<file path="src/hw/rtl/med_pkg.sv">
// Package for the Manchester edge-timing decoder: types, codes and reset values.
// No dependencies; imported by every module of the block except the checker.
package med_pkg;

  // Operation codes of an input word.
  localparam logic OP_EDGE    = 1'b0;
  localparam logic OP_RESTART = 1'b1;

  // Register indexes on the configuration port (word address bits).
  localparam int unsigned RegIdxW = 2;
  localparam logic [RegIdxW-1:0] REG_LONG_MIN  = 2'd0;
  localparam logic [RegIdxW-1:0] REG_LONG_MAX  = 2'd1;
  localparam logic [RegIdxW-1:0] REG_SHORT_MIN = 2'd2;
  localparam logic [RegIdxW-1:0] REG_SHORT_MAX = 2'd3;

  localparam int unsigned AddrW = RegIdxW + 2;
  localparam int unsigned DataW = 32;
  localparam int unsigned TimeW = 32;

  // Reset values of the gap windows, in timestamp ticks.
  localparam logic [TimeW-1:0] LONG_MIN_RST  = 32'd180000;
  localparam logic [TimeW-1:0] LONG_MAX_RST  = 32'd230000;
  localparam logic [TimeW-1:0] SHORT_MIN_RST = 32'd80000;
  localparam logic [TimeW-1:0] SHORT_MAX_RST = 32'd106000;

  // Gap windows handed from the register file to the decoder.
  typedef struct packed {
    logic [TimeW-1:0] long_min;
    logic [TimeW-1:0] long_max;
    logic [TimeW-1:0] short_min;
    logic [TimeW-1:0] short_max;
  } windows_t;

  // One input word as held in the input register.
  typedef struct packed {
    logic             op;
    logic             level;
    logic [TimeW-1:0] stamp;
  } item_t;

endpackage

</file>
<file path="src/hw/rtl/med_cfg_regs.sv">
// APB-style register file holding the four gap windows of the decoder.
// Depends on med_pkg.
module med_cfg_regs (
  input  logic                   clk_i,
  input  logic                   rst_ni,
  input  logic                   psel,
  input  logic                   penable,
  input  logic                   pwrite,
  input  logic [med_pkg::AddrW-1:0] paddr,
  input  logic [med_pkg::DataW-1:0] pwdata,
  output logic [med_pkg::DataW-1:0] prdata,
  output logic                   pready,
  output med_pkg::windows_t      windows_o
);
  import med_pkg::*;

  windows_t win_q, win_d;
  logic     wr_en;
  logic [RegIdxW-1:0] idx;

  assign pready = 1'b1;
  assign wr_en  = psel && penable && pwrite;
  assign idx    = paddr[AddrW-1:2];

  // Write decode.
  always_comb begin
    win_d = win_q;
    if (wr_en) begin
      unique case (idx)
        REG_LONG_MIN:  win_d.long_min  = pwdata;
        REG_LONG_MAX:  win_d.long_max  = pwdata;
        REG_SHORT_MIN: win_d.short_min = pwdata;
        REG_SHORT_MAX: win_d.short_max = pwdata;
        default:       win_d = win_q;
      endcase
    end
  end

  always_ff @(posedge clk_i or negedge rst_ni) begin
    if (!rst_ni) begin
      win_q.long_min  <= LONG_MIN_RST;
      win_q.long_max  <= LONG_MAX_RST;
      win_q.short_min <= SHORT_MIN_RST;
      win_q.short_max <= SHORT_MAX_RST;
    end else begin
      win_q <= win_d;
    end
  end

  // Read-back mux.
  always_comb begin
    unique case (idx)
      REG_LONG_MIN:  prdata = win_q.long_min;
      REG_LONG_MAX:  prdata = win_q.long_max;
      REG_SHORT_MIN: prdata = win_q.short_min;
      REG_SHORT_MAX: prdata = win_q.short_max;
      default:       prdata = '0;
    endcase
  end

  assign windows_o = win_q;

endmodule

</file>
<file path="src/hw/rtl/med_in_stage.sv">
// Input register of the decoder: captures one edge word and holds it until taken.
// Depends on med_pkg.
module med_in_stage (
  input  logic                clk_i,
  input  logic                rst_ni,
  input  logic                in_valid_i,
  output logic                in_stall_o,
  input  logic                op_i,
  input  logic                edge_level_i,
  input  logic [med_pkg::TimeW-1:0] edge_time_i,
  input  logic                take_i,
  output logic                item_valid_o,
  output med_pkg::item_t      item_o
);
  import med_pkg::*;

  logic  valid_q, valid_d;
  logic  load;
  item_t item_q;

  // The register is free when empty or when its word moves on this cycle.
  assign in_stall_o = valid_q && !take_i;
  assign load       = in_valid_i && !in_stall_o;

  always_comb begin
    valid_d = valid_q;
    if (load) begin
      valid_d = 1'b1;
    end else if (take_i) begin
      valid_d = 1'b0;
    end
  end

  always_ff @(posedge clk_i or negedge rst_ni) begin
    if (!rst_ni) begin
      valid_q <= 1'b0;
    end else begin
      valid_q <= valid_d;
    end
  end

  // Payload needs no reset.
  always_ff @(posedge clk_i) begin
    if (load) begin
      item_q.op    <= op_i;
      item_q.level <= edge_level_i;
      item_q.stamp <= edge_time_i;
    end
  end

  assign item_valid_o = valid_q;
  assign item_o       = item_q;

endmodule

</file>
<file path="src/hw/rtl/med_decode.sv">
// Gap classification, pair counting and byte assembly, with the result register.
// Depends on med_pkg.
module med_decode (
  input  logic               clk_i,
  input  logic               rst_ni,
  input  logic               item_valid_i,
  input  med_pkg::item_t     item_i,
  input  med_pkg::windows_t  windows_i,
  output logic               take_o,
  output logic               out_valid_o,
  input  logic               out_stall_i,
  output logic               bit_value_o,
  output logic               byte_done_o,
  output logic [7:0]         byte_value_o
);
  import med_pkg::*;

  logic             seen_q, seen_d;
  logic [TimeW-1:0] last_q, last_d;
  logic             pair_q, pair_d;
  logic [7:0]       shift_q, shift_d;
  logic [2:0]       count_q, count_d;
  logic             out_valid_q, out_valid_d;
  logic             bit_q, done_q;
  logic [7:0]       value_q;

  logic [TimeW-1:0] gap;
  logic             in_long, in_short;
  logic             emit, done;
  logic [7:0]       shift_next, value;

  // The result register can load when empty or when its word is taken.
  assign take_o = item_valid_i && (!out_valid_q || !out_stall_i);

  // Gap since the previous edge, wrapping modulo 2^32; windows are inclusive.
  assign gap      = item_i.stamp - last_q;
  assign in_long  = (gap >= windows_i.long_min) && (gap <= windows_i.long_max);
  assign in_short = (gap >= windows_i.short_min) && (gap <= windows_i.short_max);
  assign shift_next = {shift_q[6:0], item_i.level};

  // State update for the word leaving the input register.
  always_comb begin
    seen_d  = seen_q;
    last_d  = last_q;
    pair_d  = pair_q;
    shift_d = shift_q;
    count_d = count_q;
    emit    = 1'b0;
    done    = 1'b0;
    value   = '0;
    if (take_o) begin
      if (item_i.op == OP_RESTART) begin
        seen_d  = 1'b0;
        last_d  = '0;
        pair_d  = 1'b0;
        shift_d = '0;
        count_d = '0;
      end else if (!seen_q) begin
        // The first edge only records its time.
        seen_d = 1'b1;
        last_d = item_i.stamp;
      end else begin
        last_d = item_i.stamp;
        if (in_long) begin
          emit = 1'b1;
        end else if (in_short) begin
          emit   = pair_q;
          pair_d = !pair_q;
        end
        if (emit) begin
          if (count_q == 3'd7) begin
            done    = 1'b1;
            value   = shift_next;
            shift_d = '0;
            count_d = '0;
          end else begin
            shift_d = shift_next;
            count_d = count_q + 3'd1;
          end
        end
      end
    end
  end

  // The result register holds its word while the far side stalls.
  always_comb begin
    out_valid_d = out_valid_q;
    if (!out_valid_q || !out_stall_i) begin
      out_valid_d = emit;
    end
  end

  always_ff @(posedge clk_i or negedge rst_ni) begin
    if (!rst_ni) begin
      seen_q      <= 1'b0;
      last_q      <= '0;
      pair_q      <= 1'b0;
      shift_q     <= '0;
      count_q     <= '0;
      out_valid_q <= 1'b0;
    end else begin
      seen_q      <= seen_d;
      last_q      <= last_d;
      pair_q      <= pair_d;
      shift_q     <= shift_d;
      count_q     <= count_d;
      out_valid_q <= out_valid_d;
    end
  end

  always_ff @(posedge clk_i) begin
    if (emit) begin
      bit_q   <= item_i.level;
      done_q  <= done;
      value_q <= value;
    end
  end

  assign out_valid_o  = out_valid_q;
  assign bit_value_o  = bit_q;
  assign byte_done_o  = done_q;
  assign byte_value_o = value_q;

endmodule

</file>
<file path="src/hw/rtl/manchester_edge_timing_decoder_top.sv">
// Manchester edge-timing decoder: one edge word per cycle while not stalled, decoded bits and bytes out.
// Top level; depends on med_pkg, med_cfg_regs, med_in_stage and med_decode.
//
// Each input word is either an edge (new line level and 32-bit timestamp) or a
// restart. The gap to the previous edge selects a full bit, half of a bit pair,
// or nothing; each decoded bit is shifted MSB first into a byte and the result
// word flags every eighth bit as completing a byte. The block accepts one word every
// clock cycle while in_stall_o is low; a word passes an input register, then a
// result register, before its bit is offered on the result ports; edges that decode
// no bit give no result word. Throughput is set by the single subtract-and-compare
// path between those two registers. The gap windows are written through the
// APB-style port; the user must write them only while no word is in flight, as the block does not enforce it.
module manchester_edge_timing_decoder_top (
  input  logic                      clk_i,
  input  logic                      rst_ni,
  input  logic                      psel,
  input  logic                      penable,
  input  logic                      pwrite,
  input  logic [med_pkg::AddrW-1:0] paddr,
  input  logic [med_pkg::DataW-1:0] pwdata,
  output logic [med_pkg::DataW-1:0] prdata,
  output logic                      pready,
  input  logic                      in_valid_i,
  output logic                      in_stall_o,
  input  logic                      op_i,
  input  logic                      edge_level_i,
  input  logic [med_pkg::TimeW-1:0] edge_time_i,
  output logic                      out_valid_o,
  input  logic                      out_stall_i,
  output logic                      bit_value_o,
  output logic                      byte_done_o,
  output logic [7:0]                byte_value_o
);
  import med_pkg::*;

  windows_t windows;
  item_t    item;
  logic     item_valid;
  logic     take;

  med_cfg_regs u_cfg (
    .clk_i     (clk_i),
    .rst_ni    (rst_ni),
    .psel      (psel),
    .penable   (penable),
    .pwrite    (pwrite),
    .paddr     (paddr),
    .pwdata    (pwdata),
    .prdata    (prdata),
    .pready    (pready),
    .windows_o (windows)
  );

  med_in_stage u_in (
    .clk_i        (clk_i),
    .rst_ni       (rst_ni),
    .in_valid_i   (in_valid_i),
    .in_stall_o   (in_stall_o),
    .op_i         (op_i),
    .edge_level_i (edge_level_i),
    .edge_time_i  (edge_time_i),
    .take_i       (take),
    .item_valid_o (item_valid),
    .item_o       (item)
  );

  med_decode u_dec (
    .clk_i        (clk_i),
    .rst_ni       (rst_ni),
    .item_valid_i (item_valid),
    .item_i       (item),
    .windows_i    (windows),
    .take_o       (take),
    .out_valid_o  (out_valid_o),
    .out_stall_i  (out_stall_i),
    .bit_value_o  (bit_value_o),
    .byte_done_o  (byte_done_o),
    .byte_value_o (byte_value_o)
  );

endmodule

</file>
<file path="config.mk">
export PLATFORM = sky130hd
export DESIGN_NAME = manchester_edge_timing_decoder_top
export DESIGN_NICKNAME = d
export VERILOG_FILES = /design/src/hw/rtl/med_pkg.sv /design/src/hw/rtl/med_cfg_regs.sv /design/src/hw/rtl/med_in_stage.sv /design/src/hw/rtl/med_decode.sv /design/src/hw/rtl/manchester_edge_timing_decoder_top.sv
export SDC_FILE = /design/constraint.sdc
export NUM_CORES = 1
export LEC_CHECK = 0
export ABC_AREA = 1
export BUFFER_PORTS_ARGS = -buffer_cell sky130_fd_sc_hd__buf_2
export CAP_MARGIN = 5
export CORE_MARGIN = 10
export CORE_UTILIZATION = 60
export DETAILED_ROUTE_END_ITERATION = 8
export GPL_ROUTABILITY_DRIVEN = 0
export HOLD_SLACK_MARGIN = 0.03
export PLACE_DENSITY_LB_ADDON = 0.12
export SYNTH_ARGS = -nofsm -noshare
export SYNTH_HDL_FRONTEND = slang
export SYNTH_SLANG_ARGS = --single-unit
</file>
<file path="constraint.sdc">
create_clock -name clk_i -period 4 [get_ports clk_i]
set_input_delay 0.8 -clock clk_i [delete_from_list [all_inputs] [get_ports clk_i]]
set_output_delay 0.8 -clock clk_i [all_outputs]
set_load 0.005 [all_outputs]
</file>
* After elaboration in Yosys (flattened, before gate mapping) *
Index checks and enable logic that the tools add are counted.
Widths: inputs -> output; s select.

storage, ports and cells
  bits in registers = 218
  bits of input ports = 77

cells by class
  $add $sub $neg = 2
  order comparisons = 4
  equality and inequality tests = 5
  muxes and demuxes = 26
  bitwise operators = 4
  reduce and logical (&&, ||, !) cells = 26

operators with widths
  operator             count
  $pmux 32 s4          1
  $ge 32x32->1         2
  $le 32x32->1         2
  $mux 32              1
  $sub 32x32->32       1
  $mux 7               4
  $mux 1               16
  $mux 3               4
  $reduce_and 2->1     4
  $reduce_bool 2->1    4
  $logic_and 1x1->1    7
  $logic_not 1->1      5
  $reduce_or 5->1      1
  $eq 2x2->1 const B   2
  $not 1->1            4
  $reduce_and 4->1     1
  $reduce_or 4->1      1
  $add 3x1->3 const B  1
  $eq 3x3->1 const B   1
  $reduce_and 3->1     1
  $eq 2x1->1 const B   1
  $logic_not 2->1      1
  $ne 2x2->1 const B   1
  $logic_or 1x1->1     1

* Logic depth before layout (Yosys ltp) *
Gate-level depths: netlist of the first run.

  depth in word-level cells = 11
  mapped depth = 30
  depth with buffers taken out = 30

* Modules after synthesis *
Synthesis of the first run repeated with hierarchy kept, for this count alone.

second synthesis, totals
  cells, all modules = 1833
  area, all modules = 14337.5 sq um

modules (own cells, without submodules)
  module        times used  cells an instance  area an instance (sq um)  sequential area each (sq um)
  med_decode    1           1049               7459.7                    1426.4
  med_cfg_regs  1           743                5799.3                    3238.1
  med_in_stage  1           41                 1078.5                    1046.0

* Least setup slack after synthesis of the first run *
Ideal clock, no wire load.

  kind = register to register
  start point = register u_in.item_q (netlist bit u_in.item_o[0])
  end point = register u_dec.bit_q (netlist: u_dec.bit_value_o) (enable)
  arrival time = 3.346 ns
  path slack = 0.320 ns
  stages on the path, launching flop included = 25
  path through = edfxtp_1 inv_1 ha_1 inv_1 fa_1 nand3_1 nand2_1 a21boi_2 inv_1 nand3_1 nand3_2 a31oi_1 xor2_1 ha_1 nand2_2 nor2_1 nor3b_1 nand2_1 nor2_1 nand2_1 nand2_2 nand2_4 nand2_2 nand2_1 inv_1

between the ends
  cells in the longest elaborated chain, start to end = 11

ends and longest elaborated chain
  element                                              line                text
  start: declaration                                   med_in_stage.sv:19  item_t item_q;
  $sub 32x32->32 *                                     med_decode.sv:36    assign gap = item_i.stamp - last_q;
  $ge 32x32->1 / $le 32x32->1 (equally long branches)  med_decode.sv:38    assign in_short = (gap >= windows_i.short_min) && (gap <= windows_i.short_max);
  $logic_and 1x1->1                                    med_decode.sv:38
  $mux 1                                               med_decode.sv:66    end else if (in_short) begin
  $mux 1 *                                             med_decode.sv:64    if (in_long) begin
  $mux 1 *                                             med_decode.sv:58    end else if (!seen_q) begin
  $mux 1 *                                             med_decode.sv:52    if (item_i.op == OP_RESTART) begin
  $mux 1 *                                             med_decode.sv:51    if (take_o) begin
  $mux 1 *                                             med_decode.sv:58
  $mux 1 *                                             med_decode.sv:52
  $mux 1 *                                             med_decode.sv:51
  named net u_dec.emit                                 med_decode.sv:29    logic emit, done;
  end signal: assignment                               med_decode.sv:113   bit_q <= item_i.level;
  end: declaration                                     med_decode.sv:24    logic bit_q, done_q;

Mark *: on every way through the listed nets, which the timed path passes. The rest lies on a longest branch. The select of a mux whose other input is x is not followed.
A chain may end at the register's enable or synchronous reset.

* Final worst setup path of the first run *
  start point = register u_in.item_q (netlist bit u_in.item_o[0])
  end point = register u_dec.value_q[7] (netlist: u_dec.byte_value_o[7]) (enable)

between the ends
  cells in the longest elaborated chain, start to end = 11

ends and longest elaborated chain
  element                                              line               text
  $sub 32x32->32 *                                     med_decode.sv:36
  $ge 32x32->1 / $le 32x32->1 (equally long branches)  med_decode.sv:38
  $logic_and 1x1->1                                    med_decode.sv:38
  $mux 1                                               med_decode.sv:66
  $mux 1 *                                             med_decode.sv:64
  $mux 1 *                                             med_decode.sv:58
  $mux 1 *                                             med_decode.sv:52
  $mux 1 *                                             med_decode.sv:51
  $mux 1 *                                             med_decode.sv:58
  $mux 1 *                                             med_decode.sv:52
  $mux 1 *                                             med_decode.sv:51
  named net u_dec.emit                                 med_decode.sv:29
  end signal: assignment                               med_decode.sv:115  value_q <= value;
  end: declaration                                     med_decode.sv:25   logic [7:0] value_q;

Marked as above.

==> metrics.txt, run 1 <==
status=complete, no violations; met2 wire length=17.0 mm; relative slew slack=48.8%; CTS tree=yes; unrepaired setup endpoints after global routing=yes; Final Hold Fails=0; vias per cell=5.50; FF/Latch Area=0.00571 sq mm; share of cells above drive strength 1=19.2%; first-pass GRT wire length=56.9 mm; Power Density=537 mW/mm^2; CP startpoint kind=flop; vias in the first global route=11600; initial antenna violation count=2; Slew Limit Fails=0; top layer in use=met5; synthesized flop and latch total=218; Worst IR Drop VDD=0.000391 V; Post-Synthesis Cells=1677; Setup CP Type=flop to flop; pin count of the biggest net entering global routing=78; CP max-delay cell=edfxtp_1; minimum clock period=3.98 ns; ys async rst share=79.8%; top cells by area, synth=dfrtp_1, ha_1, nand2_1; DRT met1 WL=15.8 mm; Port Buffers=118; final setup fails=0; CTS clk-pin slew, worst paths=0.06 ns; Synth top area share=26.7%; Initial Util=60.6%; total track usage=23.9%; Multi-input gate area=0.00737 sq mm; total power=8.72 mW; Root Driver=clkbuf_16; commonest cells in the netlist=nand2_1, inv_1, o21ai_0, ha_1, dfrtp_1; dpl hpwl=26.0 mm; Main synth FF type=dfrtp_1; synth warn=0; worst-path maximum fanout=9; post-route ant nets=0; Core ar.=0.0226 sq mm; CP endpoint kind=flop; Leak=7.86 nW; most frequent cell after synthesis=nand2_1; Total Routed Length=35.8 mm; gr ovfl total=0; worst slew pin tran=0.767 ns; Synth-to-Final Area Change=18.6%; Worst Skew=0.0175 ns; htree depth=1; die width=171 microns; CP peak stage delay=0.42 ns; Vias=11800; Die Y=171 microns; fillers=1786; post-synth top area cell=dfrtp_1; die area=0.0292 sq mm; DR DRC count=0; num rows=55; sequential fraction of the synthesis area=41.7%; Clock Latency Late Sink=0.53 ns; first-pass detailed-route iteration total=7; Final period util=99.5%; area of the mapped netlist=0.0137 sq mm; reg2reg path depth=25; Avg WL per Cell=16.7 microns; CTS sink count=218; Iter 0 DRT Violations=950; worst endpoint required time=4.25 ns; # IOs=122; Fmax=251 MHz; hold buffer count at CTS=0; max-cap violation count=0; wire length on met3=2.21 mm; number of flops mapped to enable cells by yosys=44; Longest Clk Path Bufs=3; synth unique cells=46; Synth Area per Inst=8.16 sq um; CP arrival=4.23 ns; final core utilization=71.9%; Nets=2078; syn_nets=1916; CTS buffer count=24; worst hold path type=input pin to async pin
-- final cells by class --
| cell class | instances | share of cell area, % |
|---|---|---|
| antenna | 1 | 0.0154 |
| tap | 285 | 2.20 |
| inverter | 237 | 5.48 |
| clock inverter | 11 | 0.601 |
| multi-input combinational | 1177 | 45.4 |
| clock buffer | 33 | 4.09 |
| sequential | 218 | 35.2 |
| timing repair buffer | 181 | 6.99 |
-- per-layer routing --
metal  track usage [%]  vias up
li1                  -     5852
met2              40.3      326
met5                 0        -
met3              4.19       61
met4              6.58        2
met1              31.0     5555
-- placed cells by master, fill, tap and decap left out, types with 15 or more instances in the layout --
cell type | synthesis | layout
a21oi_1 | 124 | 114
buf_2 | 9 | 117
buf_4 | 1 | 55
clkbuf_16 | 0 | 24
dfrtp_1 | 146 | 146
dfstp_2 | 28 | 28
edfxtp_1 | 44 | 44
ha_1 | 161 | 145
inv_1 | 237 | 234
nand2_1 | 428 | 416
nand2_2 | 14 | 25
nand3_1 | 26 | 15
nand4_1 | 16 | 16
nor2_1 | 124 | 114
o2111ai_1 | 32 | 32
o21ai_0 | 165 | 162
xor2_1 | 19 | 17
-- registers in the layout, summed over array words and instances, names as in the netlist --
signal / cells
u_dec.pair_q: 1
u_dec.byte_done_o: 1
u_dec.seen_q: 1
u_dec.bit_value_o: 1
u_cfg.windows_o: 128
u_dec.count_q: 3
u_in.item_valid_o: 1
u_in.item_o: 34
u_dec.last_q: 32
u_dec.shift_q: 7
u_dec.out_valid_o: 1
u_dec.byte_value_o: 8
-- path summary, 6_finish.rpt --
check / from / slack, ns / to
worst max-delay path: u_in.item_o[0] / 0.02 / u_dec.byte_value_o[7]
worst min-delay path: rst_ni / 0.32 / u_cfg.windows_o[5]
worst max register to register: u_in.item_o[0] / 0.02 / u_dec.byte_value_o[7]
worst min register to register: u_in.item_o[32] / 0.46 / u_dec.bit_value_o
max in group asynchronous: rst_ni / 2.79 / u_cfg.windows_o[91]
min in group clk_i: edge_level_i / 0.44 / u_in.item_o[32]
-- metrics by stage --
step | worst slack [ns] | instance area (sq um) | hold slack [ns] | setup TNS, ns | instances
global route | -0.139 | 16200 | 0.370 | -3.54 | 2142
global placement | 0.00376 | 14900 | 0.437 | 0 | 2091
floorplan | 0.320 | 13700 | 0.426 | 0 | 1677
finish | 0.0209 | 16200 | 0.316 | 0 | 2143
CTS | 0.0244 | 15700 | 0.335 | 0 | 2137
detailed placement | -0.0696 | 14900 | 0.437 | -0.825 | 2091
-- power by group --
group	switching [mW]	total (mW)	internal [mW]
combinational	2.22	3.68	1.46
clock	0.898	2.13	1.23
sequential	0.193	2.90	2.71
total	3.31	8.72	5.40
-- worst max-delay path, delay by kind of cell (launching register included) --
family,cells,cell delay (ns)
buf+inv,7,0.72
flops,1,0.42
compound gates,4,0.54
simple gates,10,0.80
xor+xnor,1,0.37
fa+ha+maj,3,0.83
-- repair_timing --
action | CTS | global route
pin swaps | 5 | 34
setup buffers | 2 | 6
gates resized for setup | 6 | 84
gates cloned | 0 | 1
endpoints found under the setup margin | 20 | 30
-- cells by family (layout without fill, tap and decap cells) --
kind of cell | count (synthesis) | after routing | synth area share, %
XOR/XNOR | 29 | 29 | 1.86
adder cells (fa/ha/maj) | 162 | 162 | 14.9
flip-flops | 218 | 218 | 41.7
other | 1 | 2 | 0.0274
buffers and inverters | 283 | 462 | 7.88
AO/OA/AOI/OAI | 351 | 351 | 14.4
AND/OR/NAND/NOR | 633 | 634 | 19.3
No activity file was read; power rests on OpenSTA's default activity.
==> run 2, diff against run 1 <==
--- a/config.mk
+++ b/config.mk
@@ -16,4 +16,5 @@
 export PLACE_DENSITY_LB_ADDON = 0.12
 export SYNTH_ARGS = -nofsm -noshare
 export SYNTH_HDL_FRONTEND = slang
+export SYNTH_HIERARCHICAL = 1
 export SYNTH_SLANG_ARGS = --single-unit
==> metrics.txt, run 2 <==
status=complete, but fails checks; failing checks=negative setup slack; DR DRC count=0 (unchanged); Slew Limit Fails=0 (unchanged); Core ar.=0.0235 sq mm (+4.0%); Post-Synthesis Cells=1833 (+9.3%); most frequent cells in the layout=nand2_1, inv_1, ha_1; number of flops mapped to enable cells by yosys=44 (unchanged); total track usage=26.4% (+2.5 points); CP startpoint kind=flop; post-route ant nets=0 (unchanged); hold buffer count at CTS=0 (unchanged); top cells by area, synth=dfrtp_1, nand2_1, ha_1; reg2reg path depth=28 (+12%); Vias=13200 (+12%); share of cells above drive strength 1=20.7% (+1.5 points); Worst Setup SP=u_in/item_o[0]; dpl hpwl=28.8 mm (+11%); Final period util=103% (+3.4 points); Port Buffers=118 (unchanged); first-pass GRT wire length=66.6 mm (+17%); commonest cells in the netlist=nand2_1, inv_1, ha_1, dfrtp_1, nand3_1; post-synth top area cell=dfrtp_1; total power=12.6 mW (+44%); syn_nets=2072 (+8.1%); pin count of the biggest net entering global routing=78 (unchanged); most frequent cell after synthesis=nand2_1; Initial Util=61.1% (+0.47 points); max-cap violation count=0 (unchanged); worst slew pin tran=0.828 ns (+0.0608 ns); worst endpoint required time=4.48 ns (+0.23 ns); end of the critical path=u_dec/out_valid_o; sequential fraction of the synthesis area=39.8% (-1.9 points); CP endpoint kind=flop; Avg WL per Cell=17.4 microns (+4.0%); Main synth FF type=dfrtp_1; synth unique cells=53 (+15%); # IOs=122 (unchanged); Longest Clk Path Bufs=3 (unchanged); Synth-to-Final Area Change=20.3%; CP max-delay cell=edfxtp_1; unrepaired setup endpoints after global routing=yes; Setup CP Type=flop to flop; die area=0.0305 sq mm (+4.2%); reg-to-reg endpoint=u_dec/out_valid_o; initial antenna violation count=2 (unchanged); CTS sink count=218 (unchanged); CTS clk-pin slew, worst paths=0.06 ns (about the same); Total Routed Length=41.3 mm (+15%); Leak=8.70 nW (+11%); Power Density=729 mW/mm^2 (+36%); ys async rst share=79.8% (unchanged); Die Y=175 microns (+2.1%); Final Hold Fails=0 (unchanged); Iter 0 DRT Violations=1173 (+23%); worst hold path type=input pin to async pin; die width=175 microns (+2.1%); Worst Skew=0.0121 ns (-0.00540 ns); vias in the first global route=13200 (+14%); DP Cell Count=2314 (+11%); synthesized flop and latch total=218 (unchanged); Clock Latency Late Sink=0.54 ns (about the same); area of the mapped netlist=0.0143 sq mm (+4.8%); minimum clock period=4.12 ns (+0.137 ns); Largest register FFs=128 (unchanged); relative slew slack=44.8% (-4.1 points); Nets=2271 (+9.3%); final core utilization=73.5% (+1.6 points); num rows=56 (+1.8%); first-pass detailed-route iteration total=6 (-1); CP arrival=4.59 ns (+0.36 ns); Final WS setup=-0.116 ns (-0.137 ns); final setup fails=19 (+19); Root Driver=clkbuf_16; Fmax=243 MHz (-3.3%); CP peak stage delay=0.38 ns (-0.04 ns); vias per cell=5.55 (+0.76%); Reg2Reg Setup Slack=-0.12 ns (-0.14 ns); CTS buffer count=25 (+4.2%); final cell count without fillers=2372 (+11%); gr ovfl total=0 (unchanged); reg2reg start=u_in/item_o[0]; CTS tree=yes; DP Worst Slack=-0.195 ns (-0.125 ns); Worst IR Drop VDD=0.000420 V (+7.4%); Synth Area per Inst=7.82 sq um (-4.1%); synth warn=6 (+6); htree depth=1 (unchanged); Synth top area share=25.5% (-1.2 points); worst-path maximum fanout=4 (-5); most common cell after layout, fill and taps aside=nand2_1
## run 2: worst min-delay path by stage
stage,to,slack (ns),cells past startpoint,startpoint
CTS,u_cfg/windows_o[103],0.31,1,rst_ni
global route,u_cfg/windows_o[72],0.34,1,rst_ni
detailed placement,u_dec/bit_value_o,0.44,0,u_in/item_o[32]
floorplan,u_dec/bit_value_o,0.43,0,u_in/item_o[32]
global placement,u_dec/bit_value_o,0.44,0,u_in/item_o[32]
finish,u_cfg/windows_o[103],0.28,1,rst_ni
## run 2: critical path: cells and delay by family (launching register included)
family | cells | cell delay [ns]
compound gates | 3 | 0.45
flops | 1 | 0.38
fa+ha+maj | 3 | 0.78
buf+inv | 7 | 0.72
xor+xnor | 1 | 0.20
simple gates | 14 | 1.52
## run 2: layout make-up
class	count	area, sq um
multi-input cells	1324	7960
fillers	1838	6230
flip-flops and latches	218	5710
repair buffers	227	1500
inverters	236	888
clock buffers	38	714
well taps	319	399
clock inverters	8	68.8
diodes	2	5.00
## run 2: cell families after synthesis
logic type | Yosys count | synth area share (%)
other | 1 | 0.0262
AO/OA/AOI/OAI | 195 | 8.12
buffers and inverters | 293 | 7.98
AND/OR/NAND/NOR | 935 | 28.1
flip-flops | 218 | 39.8
XOR/XNOR | 29 | 1.77
adder cells (fa/ha/maj) | 162 | 14.2
## run 2: timing repair
action	in CTS	in global routing
setup buffers	11	3
endpoints found under the setup margin	29	31
endpoints found under the hold margin	0	0
gates cloned	2	1
pin swaps	17	23
resized for setup	53	30
## run 2: routing by layer
layer / track usage [%] / vias up / wire length (microns)
li1: - / 6358 / -
met1: 32.8 / 6127 / 16900
met2: 44.8 / 541 / 19700
met3: 4.38 / 130 / 2740
met4: 11.1 / 0 / 1880
met5: 0 / - / 0
## run 2: report_power, final
group | total, mW | switching, mW | internal [mW]
clock network | 2.22 | 0.926 | 1.29
registers | 3.13 | 0.349 | 2.78
logic | 7.22 | 4.18 | 3.04
## run 2: through the flow
| step | hold slack, ns | instance area [sq um] | setup TNS (ns) |
|---|---|---|---|
| floorplan | 0.426 | 14300 | 0 |
| global placement | 0.436 | 15900 | -1.84 |
| detailed placement | 0.439 | 15900 | -3.31 |
| CTS | 0.311 | 17100 | -0.0146 |
| global route | 0.337 | 17200 | -6.60 |
| finish | 0.282 | 17200 | -0.839 |
==> run 3, diff against run 2 <==
--- a/config.mk
+++ b/config.mk
@@ -14,6 +14,7 @@
 export GPL_ROUTABILITY_DRIVEN = 0
 export HOLD_SLACK_MARGIN = 0.03
 export PLACE_DENSITY_LB_ADDON = 0.12
+export SKIP_LAST_GASP = 1
 export SYNTH_ARGS = -nofsm -noshare
 export SYNTH_HDL_FRONTEND = slang
 export SYNTH_HIERARCHICAL = 1
==> metrics.txt, run 3 (synthesized netlist as in run 2, its figures left out) <==
Initial Util=61.1% (unchanged); worst-path maximum fanout=5 (+1); total track usage=26.4% (-0.069 points); CTS buffer count=25 (unchanged); Avg WL per Cell=17.2 microns (-0.94%); DRT met1 WL=16.5 mm (-2.1%); relative slew slack=45.1% (+0.33 points); max-cap violation count=0 (unchanged); Logic pwr share=56.9% (-0.5 points); Final WS setup=-0.0457 ns (+0.0702 ns); vias in the first global route=13200 (-0.015%); pin count of the biggest net entering global routing=78 (unchanged); CP endpoint kind=flop; Vias=13100 (-0.68%); CP startpoint kind=flop; status=complete, but fails checks; Port Buffers=118 (unchanged); unrepaired setup endpoints after global routing=yes; Final period util=101% (-1.8 points); die area=0.0305 sq mm (unchanged); Nets=2269 (-0.088%); Setup CP Type=flop to flop; CTS tree=yes; met2 wire length=19.7 mm (unchanged); Worst IR Drop VDD=0.000418 V (-0.47%); most common cell after layout, fill and taps aside=nand2_1; switch share=43.2% (-0.21 points); Clock Latency Late Sink=0.54 ns (about the same); Flop pwr share=25.2% (+0.3 points); initial antenna violation count=2 (unchanged); die width=175 microns (unchanged); final setup fails=11 (-8); first-pass detailed-route iteration total=6 (unchanged); Setup TNS Final=-0.330 ns (+0.509 ns); num rows=56 (unchanged); most frequent cells in the layout=nand2_1, inv_1, ha_1; total power=12.4 mW (-1.3%); FF/Latch Area=0.00571 sq mm (unchanged); Synth-to-Final Area Change=19.8%; Leak=8.68 nW (-0.19%); post-route ant nets=0 (unchanged); DR DRC count=0 (unchanged); minimum clock period=4.05 ns (-0.0702 ns); Power Density=722 mW/mm^2 (-0.91%); CP arrival=4.29 ns (-0.30 ns); Die Y=175 microns (unchanged); top layer in use=met4; Multi-input gate area=0.00790 sq mm (-0.72%); failing checks=negative setup slack; hold buffer count at CTS=0 (unchanged); Largest register FFs=128 (unchanged); Core ar.=0.0235 sq mm (unchanged); Longest Clk Path Bufs=3 (unchanged); Fmax=247 MHz (+1.7%); dpl hpwl=28.8 mm (unchanged); final core utilization=73.2% (-0.28 points); Final Hold Fails=0 (unchanged); worst hold path type=input pin to async pin; Total Routed Length=40.8 mm (-1.0%); first-pass GRT wire length=66.5 mm (-0.15%); fillers=1845 (+0.38%); Root Driver=clkbuf_16; Slew Limit Fails=0 (unchanged); Iter 0 DRT Violations=1225 (+4.4%); CTS clk-pin slew, worst paths=0.06 ns (about the same); # IOs=122 (unchanged); wire length on met3=2.99 mm (+9.2%); P_int=7.05 mW (-0.93%); clock share of power=17.9% (+0.2 points); worst slew pin tran=0.822 ns (-0.00522 ns); Switching Power=5.36 mW (-1.8%); share of cells above drive strength 1=20.4% (-0.27 points); gr ovfl total=0 (unchanged); vias per cell=5.51 (-0.60%); worst endpoint required time=4.25 ns (-0.23 ns); Worst Skew=0.00952 ns (-0.00263 ns); CTS sink count=218 (unchanged); htree depth=1 (unchanged)
==> run 3: changes by cell type in the layout (fill, tap and decap cells not counted), sizes merged <==
cell	previous run	this run
nand3	116	115
buf	227	226
==> run 3: worst max-delay path, stage by stage (launching register included) <==
cell and delay [ns]:
edfxtp_1 0.38, inv_2 0.09, ha_4 0.13, inv_4 0.04, fa_2 0.36, nand3_2 0.11, nand3_4 0.11, a21oi_4 0.18
o21ai_4 0.08, a21oi_2 0.20, inv_2 0.06, nand4_1 0.09, nand2_2 0.10, xor2_4 0.20, ha_1 0.30, nand2_1 0.08
nor2_2 0.12, nand4_1 0.16, nor2_2 0.23, nand2_1 0.09, nand2_2 0.12, nand3_4 0.09, nand2_4 0.10, nand3_4 0.08
inv_4 0.12, buf_6 0.13
==> run 3: area by class of cell <==
class / count / area share, %
Multi-Input combinational cell: 1323 / 46.0
Sequential cell: 218 / 33.2
Timing Repair Buffer: 226 / 8.67
Inverter: 236 / 5.19
Clock buffer: 38 / 4.16
Tap cell: 319 / 2.32
Clock inverter: 8 / 0.401
Antenna cell: 2 / 0.0291
==> run 3: stage by stage <==
step	setup WS [ns]	cells	hold WS [ns]	cell area, sq um
2_1_floorplan	0.290	1833	0.426	14300
3_3_place_gp	-0.129	2314	0.436	15900
3_5_place_dp	-0.195	2314	0.439	15900
4_1_cts	-0.0496	2370	0.311	17100
5_1_grt	-0.263	2370	0.337	17200
6_report	-0.0457	2370	0.279	17200
==> run 3: timing repair <==
action,4_1_cts,5_1_grt
pin swaps,16,27
buffers inserted,11,5
resized for setup,48,28
setup endpoints to repair,29,31
gates cloned,2,0
==> run 3: path summary, 6_finish.rpt <==
check / cells past startpoint / slack, ns / start / end
worst max register to register: 25 / -0.05 / u_in/item_o[0] / u_dec/byte_value_o[3]
worst min register to register: 0 / 0.46 / u_in/item_o[32] / u_dec/bit_value_o
worst min-delay path: 1 / 0.28 / rst_ni / u_cfg/windows_o[103]
worst max-delay path: 25 / -0.05 / u_in/item_o[0] / u_dec/byte_value_o[3]
max in group asynchronous: 2 / 2.81 / rst_ni / u_cfg/windows_o[113]
min in group clk_i: 1 / 0.44 / edge_level_i / u_in/item_o[32]
==> run 3: power groups by stage <==
stage | Clock (mW) | Sequential [mW] | Combinational (mW)
final | 2.22 | 3.13 | 7.06
after global routing | 2.33 | 3.18 | 7.99
after CTS | 2.25 | 3.11 | 6.88
after detailed placement | 0 | 3.14 | 6.51
after global placement | 0 | 3.12 | 6.25
after floorplan | 0 | 3.04 | 4.26
==> run 3: routing by layer <==
| layer | vias to the layer above | global-route usage, % |
|---|---|---|
| met3 | 104 | 4.42 |
| met4 | 0 | 11.0 |
| met2 | 534 | 44.7 |
| met1 | 6081 | 32.7 |
| met5 | - | 0 |
| li1 | 6347 | - |
